==> src/hw/rtl/assert_macros.svh <==
// Assertion macros shared by the RTL modules of the buffer sorter.
// No dependencies; included by the files that carry assertions.
`ifndef ASSERT_MACROS_SVH
`define ASSERT_MACROS_SVH
`ifndef ASSERT_OFF
// Condition must hold on every clock edge outside reset.
`define QS_ASSERT(lbl, clk, rst_n, cond, msg) \
    lbl: assert property (@(posedge clk) disable iff (!rst_n) (cond)) else $error(msg);
// Antecedent implies consequent in the same cycle.
`define QS_ASSERT_IMP(lbl, clk, rst_n, ante, cons, msg) \
    lbl: assert property (@(posedge clk) disable iff (!rst_n) (ante) |-> (cons)) else $error(msg);
// Antecedent implies consequent in the next cycle.
`define QS_ASSERT_NXT(lbl, clk, rst_n, ante, cons, msg) \
    lbl: assert property (@(posedge clk) disable iff (!rst_n) (ante) |=> (cons)) else $error(msg);
`else
`define QS_ASSERT(lbl, clk, rst_n, cond, msg)
`define QS_ASSERT_IMP(lbl, clk, rst_n, ante, cons, msg)
`define QS_ASSERT_NXT(lbl, clk, rst_n, ante, cons, msg)
`endif
`endif

==> src/hw/rtl/qsort_pkg.sv <==
// Shared types and constants of the quicksort buffer sorter.
// No dependencies; imported by the controller, the datapath and the top level.
package qsort_pkg;

    localparam int MAX_ELEMENTS_DEF = 64;
    localparam int VALUE_W          = 32;

    typedef struct packed {
        logic signed [VALUE_W-1:0] element_value;
        logic                      last_element;
    } t_in_item;

    typedef struct packed {
        logic signed [VALUE_W-1:0] sorted_value;
        logic                      last_of_run;
        logic                      overflowed;
    } t_out_item;

    // Datapath commands issued by the controller
    typedef enum logic [4:0] {
        OP_IDLE,
        OP_LOAD,
        OP_INIT,
        OP_POP_RD,
        OP_POP_LD,
        OP_PIV_LD,
        OP_J_RD,
        OP_J_CMP,
        OP_SW1,
        OP_SW2,
        OP_FIN_RD,
        OP_FIN_W1,
        OP_FIN_W2,
        OP_PUSH_R,
        OP_PUSH_L,
        OP_EMIT,
        OP_CLEAR
    } t_dp_op;

    typedef struct packed {
        logic less;
        logic j_next_hi;
        logic range_ok;
        logic stack_empty;
        logic emit_last;
        logic count_zero;
        logic count_lt2;
    } t_dp_status;

endpackage

==> src/hw/rtl/qsort_dp.sv <==
// Datapath of the buffer sorter: element memory, range stack, partition registers.
// Depends on qsort_pkg and assert_macros.svh; driven by qsort_ctrl commands.
`include "assert_macros.svh"
module qsort_dp import qsort_pkg::*; #(
    parameter int MAX_ELEMENTS = MAX_ELEMENTS_DEF
) (
    input  logic       i_clk,
    input  logic       i_rst_n,
    input  t_dp_op     i_op,
    input  t_in_item   i_item,
    output t_dp_status o_status,
    output logic       o_strobe,
    output t_out_item  o_result
);

    localparam int IDX_W = $clog2(MAX_ELEMENTS);
    localparam int CNT_W = $clog2(MAX_ELEMENTS + 1);
    localparam int RNG_W = 2 * IDX_W;

    logic [VALUE_W-1:0] r_mem [MAX_ELEMENTS];
    logic [RNG_W-1:0]   r_stk [MAX_ELEMENTS];

    logic [CNT_W-1:0]   r_count, n_count;
    logic [CNT_W-1:0]   r_sp, n_sp;
    logic               r_ovf, n_ovf;
    logic [IDX_W-1:0]   r_k, n_k;
    logic               r_emit_v, n_emit_v;
    logic               r_emit_last, n_emit_last;
    logic [IDX_W-1:0]   r_lo, n_lo;
    logic [IDX_W-1:0]   r_hi, n_hi;
    logic [IDX_W-1:0]   r_j, n_j;
    logic [IDX_W-1:0]   r_slot, n_slot;
    logic [VALUE_W-1:0] r_pivot, n_pivot;
    logic [VALUE_W-1:0] r_aj, n_aj;
    logic [VALUE_W-1:0] r_rdata;
    logic [RNG_W-1:0]   r_stk_rd;

    logic               w_we, w_re;
    logic [IDX_W-1:0]   w_waddr, w_raddr;
    logic [VALUE_W-1:0] w_wdata;
    logic               w_push, w_pop;
    logic [RNG_W-1:0]   w_push_data;

    logic [IDX_W-1:0]   w_stk_lo, w_stk_hi;
    logic [CNT_W-1:0]   w_sp_dec, w_cnt_dec;
    logic [IDX_W:0]     w_slot_inc, w_lo_inc, w_j_inc;
    logic [IDX_W-1:0]   w_slot_dec;
    logic               w_has_room, w_stk_room, w_push_r_ok, w_push_l_ok;

    assign w_stk_lo    = r_stk_rd[IDX_W-1:0];
    assign w_stk_hi    = r_stk_rd[RNG_W-1:IDX_W];
    assign w_sp_dec    = r_sp - CNT_W'(1);
    assign w_cnt_dec   = r_count - CNT_W'(1);
    assign w_slot_inc  = {1'b0, r_slot} + (IDX_W+1)'(1);
    assign w_lo_inc    = {1'b0, r_lo} + (IDX_W+1)'(1);
    assign w_j_inc     = {1'b0, r_j} + (IDX_W+1)'(1);
    assign w_slot_dec  = r_slot - IDX_W'(1);
    assign w_has_room  = (r_count < CNT_W'(MAX_ELEMENTS));
    assign w_stk_room  = (r_sp < CNT_W'(MAX_ELEMENTS));
    assign w_push_r_ok = (w_slot_inc < {1'b0, r_hi});
    assign w_push_l_ok = ({1'b0, r_slot} > w_lo_inc);

    assign o_status.less        = ($signed(r_rdata) < $signed(r_pivot));
    assign o_status.j_next_hi   = (w_j_inc == {1'b0, r_hi});
    assign o_status.range_ok    = (w_stk_lo < w_stk_hi);
    assign o_status.stack_empty = (r_sp == '0);
    assign o_status.emit_last   = ((CNT_W'(r_k) + CNT_W'(1)) == r_count);
    assign o_status.count_zero  = (r_count == '0);
    assign o_status.count_lt2   = (r_count < CNT_W'(2));

    assign o_strobe                = r_emit_v;
    assign o_result.sorted_value   = $signed(r_rdata);
    assign o_result.last_of_run    = r_emit_last;
    assign o_result.overflowed     = r_ovf;

    // Memory port and register next-state selection per command
    always_comb begin
        w_we        = 1'b0;
        w_re        = 1'b0;
        w_waddr     = r_j;
        w_raddr     = r_j;
        w_wdata     = r_rdata;
        w_push      = 1'b0;
        w_pop       = 1'b0;
        w_push_data = {r_hi, r_lo};
        n_count     = r_count;
        n_sp        = r_sp;
        n_ovf       = r_ovf;
        n_k         = r_k;
        n_emit_v    = 1'b0;
        n_emit_last = r_emit_last;
        n_lo        = r_lo;
        n_hi        = r_hi;
        n_j         = r_j;
        n_slot      = r_slot;
        n_pivot     = r_pivot;
        n_aj        = r_aj;
        unique case (i_op)
            OP_IDLE: begin
            end
            OP_LOAD: begin
                if (w_has_room) begin
                    w_we    = 1'b1;
                    w_waddr = r_count[IDX_W-1:0];
                    w_wdata = i_item.element_value;
                    n_count = r_count + CNT_W'(1);
                end else begin
                    n_ovf = 1'b1;
                end
            end
            OP_INIT: begin
                w_push      = w_stk_room;
                w_push_data = {w_cnt_dec[IDX_W-1:0], IDX_W'(0)};
                if (w_stk_room) n_sp = r_sp + CNT_W'(1);
            end
            OP_POP_RD: begin
                w_pop = 1'b1;
                n_sp  = w_sp_dec;
            end
            OP_POP_LD: begin
                n_lo    = w_stk_lo;
                n_hi    = w_stk_hi;
                n_j     = w_stk_lo;
                n_slot  = w_stk_lo;
                w_re    = 1'b1;
                w_raddr = w_stk_hi;
            end
            OP_PIV_LD: begin
                n_pivot = r_rdata;
            end
            OP_J_RD: begin
                w_re    = 1'b1;
                w_raddr = r_j;
            end
            OP_J_CMP: begin
                if (o_status.less) begin
                    n_aj    = r_rdata;
                    w_re    = 1'b1;
                    w_raddr = r_slot;
                end else begin
                    n_j = w_j_inc[IDX_W-1:0];
                end
            end
            OP_SW1: begin
                w_we    = 1'b1;
                w_waddr = r_j;
                w_wdata = r_rdata;
            end
            OP_SW2: begin
                w_we    = 1'b1;
                w_waddr = r_slot;
                w_wdata = r_aj;
                n_slot  = w_slot_inc[IDX_W-1:0];
                n_j     = w_j_inc[IDX_W-1:0];
            end
            OP_FIN_RD: begin
                w_re    = 1'b1;
                w_raddr = r_slot;
            end
            OP_FIN_W1: begin
                w_we    = 1'b1;
                w_waddr = r_hi;
                w_wdata = r_rdata;
            end
            OP_FIN_W2: begin
                w_we    = 1'b1;
                w_waddr = r_slot;
                w_wdata = r_pivot;
            end
            OP_PUSH_R: begin
                w_push      = w_push_r_ok && w_stk_room;
                w_push_data = {r_hi, w_slot_inc[IDX_W-1:0]};
                if (w_push) n_sp = r_sp + CNT_W'(1);
            end
            OP_PUSH_L: begin
                w_push      = w_push_l_ok && w_stk_room;
                w_push_data = {w_slot_dec, r_lo};
                if (w_push) n_sp = r_sp + CNT_W'(1);
            end
            OP_EMIT: begin
                w_re        = 1'b1;
                w_raddr     = r_k;
                n_emit_v    = 1'b1;
                n_emit_last = o_status.emit_last;
                n_k         = r_k + IDX_W'(1);
            end
            OP_CLEAR: begin
                n_count = '0;
                n_sp    = '0;
                n_ovf   = 1'b0;
                n_k     = '0;
            end
            default: begin
            end
        endcase
    end

    always_ff @(posedge i_clk) begin
        if (!i_rst_n) begin
            r_count  <= '0;
            r_sp     <= '0;
            r_ovf    <= 1'b0;
            r_k      <= '0;
            r_emit_v <= 1'b0;
        end else begin
            r_count  <= n_count;
            r_sp     <= n_sp;
            r_ovf    <= n_ovf;
            r_k      <= n_k;
            r_emit_v <= n_emit_v;
        end
    end

    always_ff @(posedge i_clk) begin
        r_emit_last <= n_emit_last;
        r_lo        <= n_lo;
        r_hi        <= n_hi;
        r_j         <= n_j;
        r_slot      <= n_slot;
        r_pivot     <= n_pivot;
        r_aj        <= n_aj;
    end

    // Element memory: one write and one registered read per cycle
    always_ff @(posedge i_clk) begin
        if (w_we) r_mem[w_waddr] <= w_wdata;
        if (w_re) r_rdata <= r_mem[w_raddr];
    end

    // Range stack memory
    always_ff @(posedge i_clk) begin
        if (w_push) r_stk[r_sp[IDX_W-1:0]] <= w_push_data;
        if (w_pop) r_stk_rd <= r_stk[w_sp_dec[IDX_W-1:0]];
    end

    `QS_ASSERT(a_count_bound, i_clk, i_rst_n, r_count <= CNT_W'(MAX_ELEMENTS), "count beyond capacity")
    `QS_ASSERT(a_sp_bound, i_clk, i_rst_n, r_sp <= CNT_W'(MAX_ELEMENTS), "stack pointer beyond depth")
    `QS_ASSERT_IMP(a_slot_le_j, i_clk, i_rst_n, i_op == OP_SW2, r_slot <= r_j, "slot ahead of scan")
    `QS_ASSERT_NXT(a_last_ends, i_clk, i_rst_n, r_emit_v && r_emit_last, !r_emit_v, "word after last")

endmodule

==> src/hw/rtl/qsort_ctrl.sv <==
// Controller of the buffer sorter: sequences load, partition passes and emission.
// Depends on qsort_pkg and assert_macros.svh; commands qsort_dp.
`include "assert_macros.svh"
module qsort_ctrl import qsort_pkg::*; (
    input  logic       i_clk,
    input  logic       i_rst_n,
    input  logic       i_start,
    input  logic       i_last,
    input  t_dp_status i_status,
    output t_dp_op     o_op,
    output logic       o_busy
);

    typedef enum logic [3:0] {
        S_IDLE,
        S_START,
        S_POP,
        S_POP_LD,
        S_PIV_LD,
        S_J_RD,
        S_J_CMP,
        S_SW1,
        S_SW2,
        S_FIN_RD,
        S_FIN_W1,
        S_FIN_W2,
        S_PUSH_R,
        S_PUSH_L,
        S_EMIT,
        S_DRAIN
    } t_state;

    t_state r_state, n_state;

    assign o_busy = (r_state != S_IDLE);

    always_comb begin
        n_state = r_state;
        o_op    = OP_IDLE;
        unique case (r_state)
            S_IDLE: begin
                if (i_start) begin
                    o_op = OP_LOAD;
                    if (i_last) n_state = S_START;
                end
            end
            S_START: begin
                if (i_status.count_zero) begin
                    n_state = S_DRAIN;
                end else if (i_status.count_lt2) begin
                    n_state = S_EMIT;
                end else begin
                    o_op    = OP_INIT;
                    n_state = S_POP;
                end
            end
            S_POP: begin
                if (i_status.stack_empty) begin
                    n_state = S_EMIT;
                end else begin
                    o_op    = OP_POP_RD;
                    n_state = S_POP_LD;
                end
            end
            S_POP_LD: begin
                o_op    = OP_POP_LD;
                n_state = i_status.range_ok ? S_PIV_LD : S_POP;
            end
            S_PIV_LD: begin
                o_op    = OP_PIV_LD;
                n_state = S_J_RD;
            end
            S_J_RD: begin
                o_op    = OP_J_RD;
                n_state = S_J_CMP;
            end
            S_J_CMP: begin
                o_op = OP_J_CMP;
                if (i_status.less) n_state = S_SW1;
                else if (i_status.j_next_hi) n_state = S_FIN_RD;
                else n_state = S_J_RD;
            end
            S_SW1: begin
                o_op    = OP_SW1;
                n_state = S_SW2;
            end
            S_SW2: begin
                o_op    = OP_SW2;
                n_state = i_status.j_next_hi ? S_FIN_RD : S_J_RD;
            end
            S_FIN_RD: begin
                o_op    = OP_FIN_RD;
                n_state = S_FIN_W1;
            end
            S_FIN_W1: begin
                o_op    = OP_FIN_W1;
                n_state = S_FIN_W2;
            end
            S_FIN_W2: begin
                o_op    = OP_FIN_W2;
                n_state = S_PUSH_R;
            end
            S_PUSH_R: begin
                o_op    = OP_PUSH_R;
                n_state = S_PUSH_L;
            end
            S_PUSH_L: begin
                o_op    = OP_PUSH_L;
                n_state = S_POP;
            end
            S_EMIT: begin
                o_op = OP_EMIT;
                if (i_status.emit_last) n_state = S_DRAIN;
            end
            S_DRAIN: begin
                // last word is on the outputs now; drop the set
                o_op    = OP_CLEAR;
                n_state = S_IDLE;
            end
            default: begin
                n_state = S_IDLE;
            end
        endcase
    end

    always_ff @(posedge i_clk) begin
        if (!i_rst_n) begin
            r_state <= S_IDLE;
        end else begin
            r_state <= n_state;
        end
    end

    `QS_ASSERT_NXT(a_last_starts, i_clk, i_rst_n, i_start && !o_busy && i_last, r_state == S_START, "sort not started")
    `QS_ASSERT_NXT(a_swap_pair, i_clk, i_rst_n, r_state == S_SW1, r_state == S_SW2, "swap split")
    `QS_ASSERT_NXT(a_fin_push, i_clk, i_rst_n, r_state == S_FIN_W2, r_state == S_PUSH_R, "pivot placed, no push")

endmodule

==> src/hw/rtl/quicksort_buffer_sorter.sv <==
// Buffer sorter: loads one word per cycle (start while not busy), sorts on the last word.
// Each partition of a range reads, compares and swaps its words one at a time, bounded by
// the single read / single write port of the element memory; no clearing pass.
// Results are registered and follow one per cycle during emission, n words then a drain state.
// Synchronous active-low reset clears count, stack pointer, overflow flag, emit index, strobe and sequencer state.
// Results are strobed for one cycle each; the receiver cannot stall.
module quicksort_buffer_sorter import qsort_pkg::*; #(
    parameter int MAX_ELEMENTS = MAX_ELEMENTS_DEF
) (
    input  logic      i_clk,
    input  logic      i_rst_n,
    input  logic      start,
    input  t_in_item  i_item,
    output logic      busy,
    output logic      o_strobe,
    output t_out_item o_result
);

    t_dp_op     w_op;
    t_dp_status w_status;

    qsort_ctrl u_ctrl (
        .i_clk    (i_clk),
        .i_rst_n  (i_rst_n),
        .i_start  (start),
        .i_last   (i_item.last_element),
        .i_status (w_status),
        .o_op     (w_op),
        .o_busy   (busy)
    );

    qsort_dp #(
        .MAX_ELEMENTS (MAX_ELEMENTS)
    ) u_dp (
        .i_clk    (i_clk),
        .i_rst_n  (i_rst_n),
        .i_op     (w_op),
        .i_item   (i_item),
        .o_status (w_status),
        .o_strobe (o_strobe),
        .o_result (o_result)
    );

endmodule
==> config.mk <==
export PLATFORM = sky130hd
export DESIGN_NAME = quicksort_buffer_sorter
export DESIGN_NICKNAME = d
export VERILOG_FILES = /design/src/hw/rtl/qsort_pkg.sv /design/src/hw/rtl/qsort_dp.sv /design/src/hw/rtl/qsort_ctrl.sv /design/src/hw/rtl/quicksort_buffer_sorter.sv
export VERILOG_INCLUDE_DIRS = /design/src /design/src/hw/rtl
export SDC_FILE = /design/constraint.sdc
export NUM_CORES = 2
export LEC_CHECK = 0
export BUFFER_PORTS_ARGS = -buffer_cell sky130_fd_sc_hd__buf_2
export CORE_MARGIN = 2
export CORE_UTILIZATION = 60
export DETAILED_ROUTE_END_ITERATION = 6
export PLACE_DENSITY = 0.76
export SYNTH_ARGS = -nofsm -noshare
export SYNTH_HDL_FRONTEND = slang
export SYNTH_HIERARCHICAL = 1
export SYNTH_SLANG_ARGS = --single-unit
==> constraint.sdc <==
create_clock -name i_clk -period 8.6 [get_ports i_clk]
set_input_delay 1.29 -clock i_clk [delete_from_list [all_inputs] [get_ports i_clk]]
set_output_delay 1.29 -clock i_clk [all_outputs]
set_load 0.05 [all_outputs]
Yosys cells after proc, flatten, opt, wreduce, memory -nomap -nowiden --
Memory sizes are Yosys's and may differ from the RTL's. A register that Yosys moved wholly into a read port is not among the register bits. Cells that the tools add are included.
Storage, ports and cells: register bits after elaboration 115, RAM bits 2816, bits of input ports 36, output and inout port bits 36, logic and storage cells 139, memories kept 2
Operators by class: $add $sub $neg 10, magnitude comparators 7, eq/ne operators 42, muxes and demuxes 45, reduce and logical (&&, ||, !) cells 20
Memory list:
- u_dp.r_mem | depth 64, width 32, rd ports 1, clocked after memory_dff 1, write ports 1, RTL line qsort_dp.sv:20 | logic [VALUE_W-1:0] r_mem [MAX_ELEMENTS];
- u_dp.r_stk | depth 64, width 12, rd ports 1, clocked after memory_dff 1, write ports 1, RTL line qsort_dp.sv:21 | logic [RNG_W-1:0] r_stk [MAX_ELEMENTS];
Operators with widths (count):
- $pmux 32 s3 | 1
- $pmux 5 s16 | 1
- $pmux 4 s16 | 1
- $eq 5x4->1 const B | 8
- $pmux 12 s3 | 1
- $pmux 6 s3 | 2
- $pmux 7 s5 | 1
- $eq 4x4->1 const B | 8
- $lt 32x32->1 | 1
- $mux 32 | 1
- $mux 4 | 8
- $add 6x1->7 const B | 4
- $mux 7 | 4
- $pmux 6 s2 | 2
- $pmux 6 s4 | 1
- $eq 5x3->1 const B | 4
- $mux 6 | 3
- $eq 4x3->1 const B | 4
- $add 7x1->7 const B | 2
- $logic_not 7->1 | 2
- $lt 7x7->1 const B | 2
- $pmux 7 s2 | 1
- $sub 6x1->6 const B | 2
- $eq 5x2->1 const B | 2
- 31 further kinds | 58

Longest topological paths before layout --
word-level depth 9, mapped depth 24, depth with buffers taken out 17

By module --
The synthesis kept the hierarchy.
Modules (own cells, without submodules):
- qsort_dp | instances 1, cells each 5212, area each 115210.5 um^2
- qsort_ctrl | instances 1, cells each 53, area each 391.6 um^2

Worst setup path before layout --
OpenSTA, ideal clock, no wires.
path type register to register, start register u_dp.r_sp[0], end memory u_dp/r_stk[0][4] (netlist name), data pin, setup time 0.702 ns, data arrival time 5.731 ns, required time 7.898 ns, setup slack 2.168 ns, cell stages (with the launch flop) 15, buffers on the path 5, period minus slack after synthesis 6.432 ns, cell sequence dfxtp_1 clkbuf_1 clkbuf_1 clkbuf_1 inv_1 ha_1 nor4b_1 nand2_1 o21ai_0 a21oi_1 buf_2 or3b_1 clkbuf_1 or2_2 o21ai_0
RTL lines:
- from (decl) | RTL line qsort_dp.sv:24 | logic [CNT_W-1:0] r_sp, n_sp;
- from (signal assigned) | RTL line qsort_dp.sv:207 | r_sp <= n_sp;
- to (decl) | RTL line qsort_dp.sv:21

==> impl_metrics.toml <==
[synth]
syn_inst = 5265
synth_edf_count = 2949
synth.area.mux_share = 0.150
yosys-top-cells-area = "edfxtp_1, mux4_2, a22oi_1, nor2_1, ha_1"
synth-seq-area-share = 0.771
avgSynthCellArea_um2 = 22.0
ys_top_cells_by_count = "edfxtp_1, mux4_2, a22oi_1"
synth-compound-area-share = 0.0302
synth_top_family_by_area = "multiplexers"
synth.most_common_cell = "edfxtp_1"
synth_warnings = 6
yosys.area.top_type = "edfxtp_1"
synth_top_area_share = 0.766
synth_simple_gate_area_share = 0.0261
ys_ff_latch = 2975
synthDistinctLibCells = 78
synth_flop_cell = "edfxtp_1"
synth_xor_area_frac = 0.00333
netlist_area_um2 = 116000
async_flop_share = 0
syn_nets = 5358
synth_fa_ha_area_frac = 0.00617

[global_route]
gr-total-overflow = 0
grt_pass1_wl_um = 436000
grtUsageTotal = 0.314
grt_pass1_vias = 58800
antenna_found_initial = 21
grt_max_degree = 117

[critical_path]
cp_max_fo = 74
cp-start-kind = "register"
path_delay_family = "compound AO/OA/AOI/OAI gates"
cpPeakStageDelay_ns = 1.13
cp_num_buf_inv = 3
worstPathArrival_ns = 8.24
required_ns = 9.24
worst_r2r_path_depth = 15
cp_cell_sequence = "or3_1 -> nor4b_1 -> a21o_1 -> o2bb2ai_1 -> and3b_1 -> nand3_1 -> clkinv_1 -> a221o_1 -> a2111oi_4 -> buf_12 -> buf_12 -> mux4_2 -> a22o_1 -> a211oi_1 -> nand4_1"
criticalPathCategory = "register to register"
r2r_setup_slack_ns = 1.00
reg2reg_from = "u_dp/r_sp[3]$_SDFFE_PN0P_"
worstSetupEndpointType = "register"
crit_top_cell = "buf_12"
slowest_stage = "a211oi_1"
r2r-end = "u_dp/r_rdata[20]$_DFFE_PP_"

[sta]
max_freq_ghz = 0.132
worst_slack_ns = 1.00
finalCriticalPeriod_ns = 7.60
finalMaxSlewViolations = 2
worst_slew_pin_slew_ns = 1.56
relSlewSlack = -0.0473
rsz0062_at_grt = "no"
finClkSkew_ns = 0.0986
finalCritPeriodShare = 0.883
setup_tns_ns = 0
finalSetupViolCount = 0
hold_viol_final = 0

[pwr]
peakVddDrop_uv = 386
leakagePower_uw = 0.0403
powerDensity_nw_per_um2 = 417

[worst_hold_path]
min_path_type = "register to register"
min_to = "u_dp/r_hi[1]$_DFFE_PN_"
hold_depth = 0
min-delay-start = "u_dp/r_stk_rd[7]$_DFFE_PP_"

[floorplan]
coreArea_um2 = 192000
fp-row-count = 161
die_x_um = 443
pin_count = 72
start_util = 0.602
die_area_um2 = 196000
die_h_um = 443

[routing]
drc = 2
avgRoutedWirePerCell_um = 36.7
routed_via_density = 7.13
vias = 59200
final_antenna_net_count = 0
wirelength_um = 305000
drt_pass1_iterations = 7
drt-initial-drc-count = 9543

[placement]
gp_congestion = 0.924
hpwl_um = 170000
io_buffer_count = 71
pre_cts_ws_ns = 1.24

[clocking]
cts_setup_buffers = 0
clkSinkCount = 2975
cts_root_buffer = "clkbuf_16"
cts-htree-levels = 5
clk_pin_slew_ns = 0.06
cts_buffer_depth = 4
clk_latency_ns = 0.96
cts_buffers = 302
ctsHoldBuffers = 0
cts_tree = "done"
cts_resized = 0

[final_layout]
final_layout_size_suffix_gt1_frac = 0.282
nFillCells = 11200
area_growth_pct = 12.3
fin_nets = 5658

[status]
violations = "design-rule violations, max-capacitance violations, max-slew violations"
status = "complete, but fails checks"

[job]
cap_violations = 2
## stage by stage
stage	utilization	cells	total power, µW	hold WS [ns]	instance area [µm²]
2_1_floorplan	-	5265	33400	0.438	116000
3_3_place_gp	0.628	7787	40600	0.577	120000
3_5_place_dp	0.628	7787	41200	0.570	120000
4_1_cts	0.676	8298	53900	0.584	130000
5_1_grt	0.676	8300	55500	0.593	130000
6_report	0.676	8304	54200	0.616	130000
## worst max path at each step
stage	start	end	slack, ns	cells after the start
5_1_grt	u_dp/r_sp[3]$_SDFFE_PN0P_	u_dp/r_rdata[14]$_DFFE_PP_	0.79	15
6_report	u_dp/r_sp[3]$_SDFFE_PN0P_	u_dp/r_rdata[20]$_DFFE_PP_	1.00	15
4_1_cts	u_dp/r_sp[3]$_SDFFE_PN0P_	u_dp/r_rdata[20]$_DFFE_PP_	1.20	15
2_1_floorplan	u_dp/r_sp[0]$_SDFFE_PN0P_	u_dp/r_stk[0][4]$_DFFE_PP_	2.17	14
3_5_place_dp	u_dp/r_sp[3]$_SDFFE_PN0P_	u_dp/r_rdata[14]$_DFFE_PP_	1.24	15
3_3_place_gp	u_dp/r_sp[3]$_SDFFE_PN0P_	u_dp/r_rdata[14]$_DFFE_PP_	1.28	15
## power by group
group	switching [µW]	internal, µW	total, µW
Sequential	669	21100	21800
Combinational	13500	6280	19800
Clock	5310	7340	12700
## state kept, by name, indices dropped and copies added (netlist names), 7 cells and up
register       flops
u_dp/r_aj         32
u_dp/r_sp          7
u_dp/r_pivot      32
u_dp/r_mem      2048
u_dp/r_count       7
u_dp/r_stk       768
u_dp/r_rdata      32
u_dp/r_stk_rd     12
## placed cells by master (no fill, tap or decap), types with 34 or more instances in the layout
cell,instances
a211oi_1,40
a21oi_1,38
a222oi_1,37
a22o_1,34
a22oi_1,195
and4_1,38
buf_2,71
buf_4,196
clkbuf_1,66
clkbuf_16,306
clkinv_1,45
clkinv_2,48
edfxtp_1,2949
ha_1,56
inv_1,63
mux4_2,763
nand2_1,120
nand4_1,44
nor2_1,124
nor2_4,68
nor2b_1,39
## cells by family after synthesis
kind of cell | Yosys count
compound gates | 461
buf+inv | 354
fa+ha+maj | 57
simple gates | 600
flops | 2975
xor+xnor | 44
mux | 774
## final cells by class
| class | instances | area [µm²] | area share |
|---|---|---|---|
| Antenna cell | 6 | 15.0 | 0.000116 |
| Clock buffer | 375 | 7950 | 0.0612 |
| Clock inverter | 136 | 1370 | 0.0106 |
| Inverter | 65 | 244 | 0.00188 |
| Multi-Input combinational cell | 1936 | 25800 | 0.199 |
| Sequential cell | 2975 | 89100 | 0.686 |
| Tap cell | 2526 | 3160 | 0.0243 |
| Timing Repair Buffer | 285 | 2190 | 0.0168 |
## worst reg2reg max path, delay by kind of cell, from the launching register on
family          cells  cell delay [ns]
compound gates      6             2.72
buf+inv             3             1.25
mux                 1             0.68
flops               1             0.50
simple gates        5             2.16
## per-layer routing
layer	GRT usage	vias up	wire (µm)
li1	-	22900	-
met1	0.430	30800	105000
met2	0.476	4711	142000
met3	0.0826	749	40400
met4	0.154	14	17500
met5	0	-	92
No activity file was read; power rests on OpenSTA's default activity.
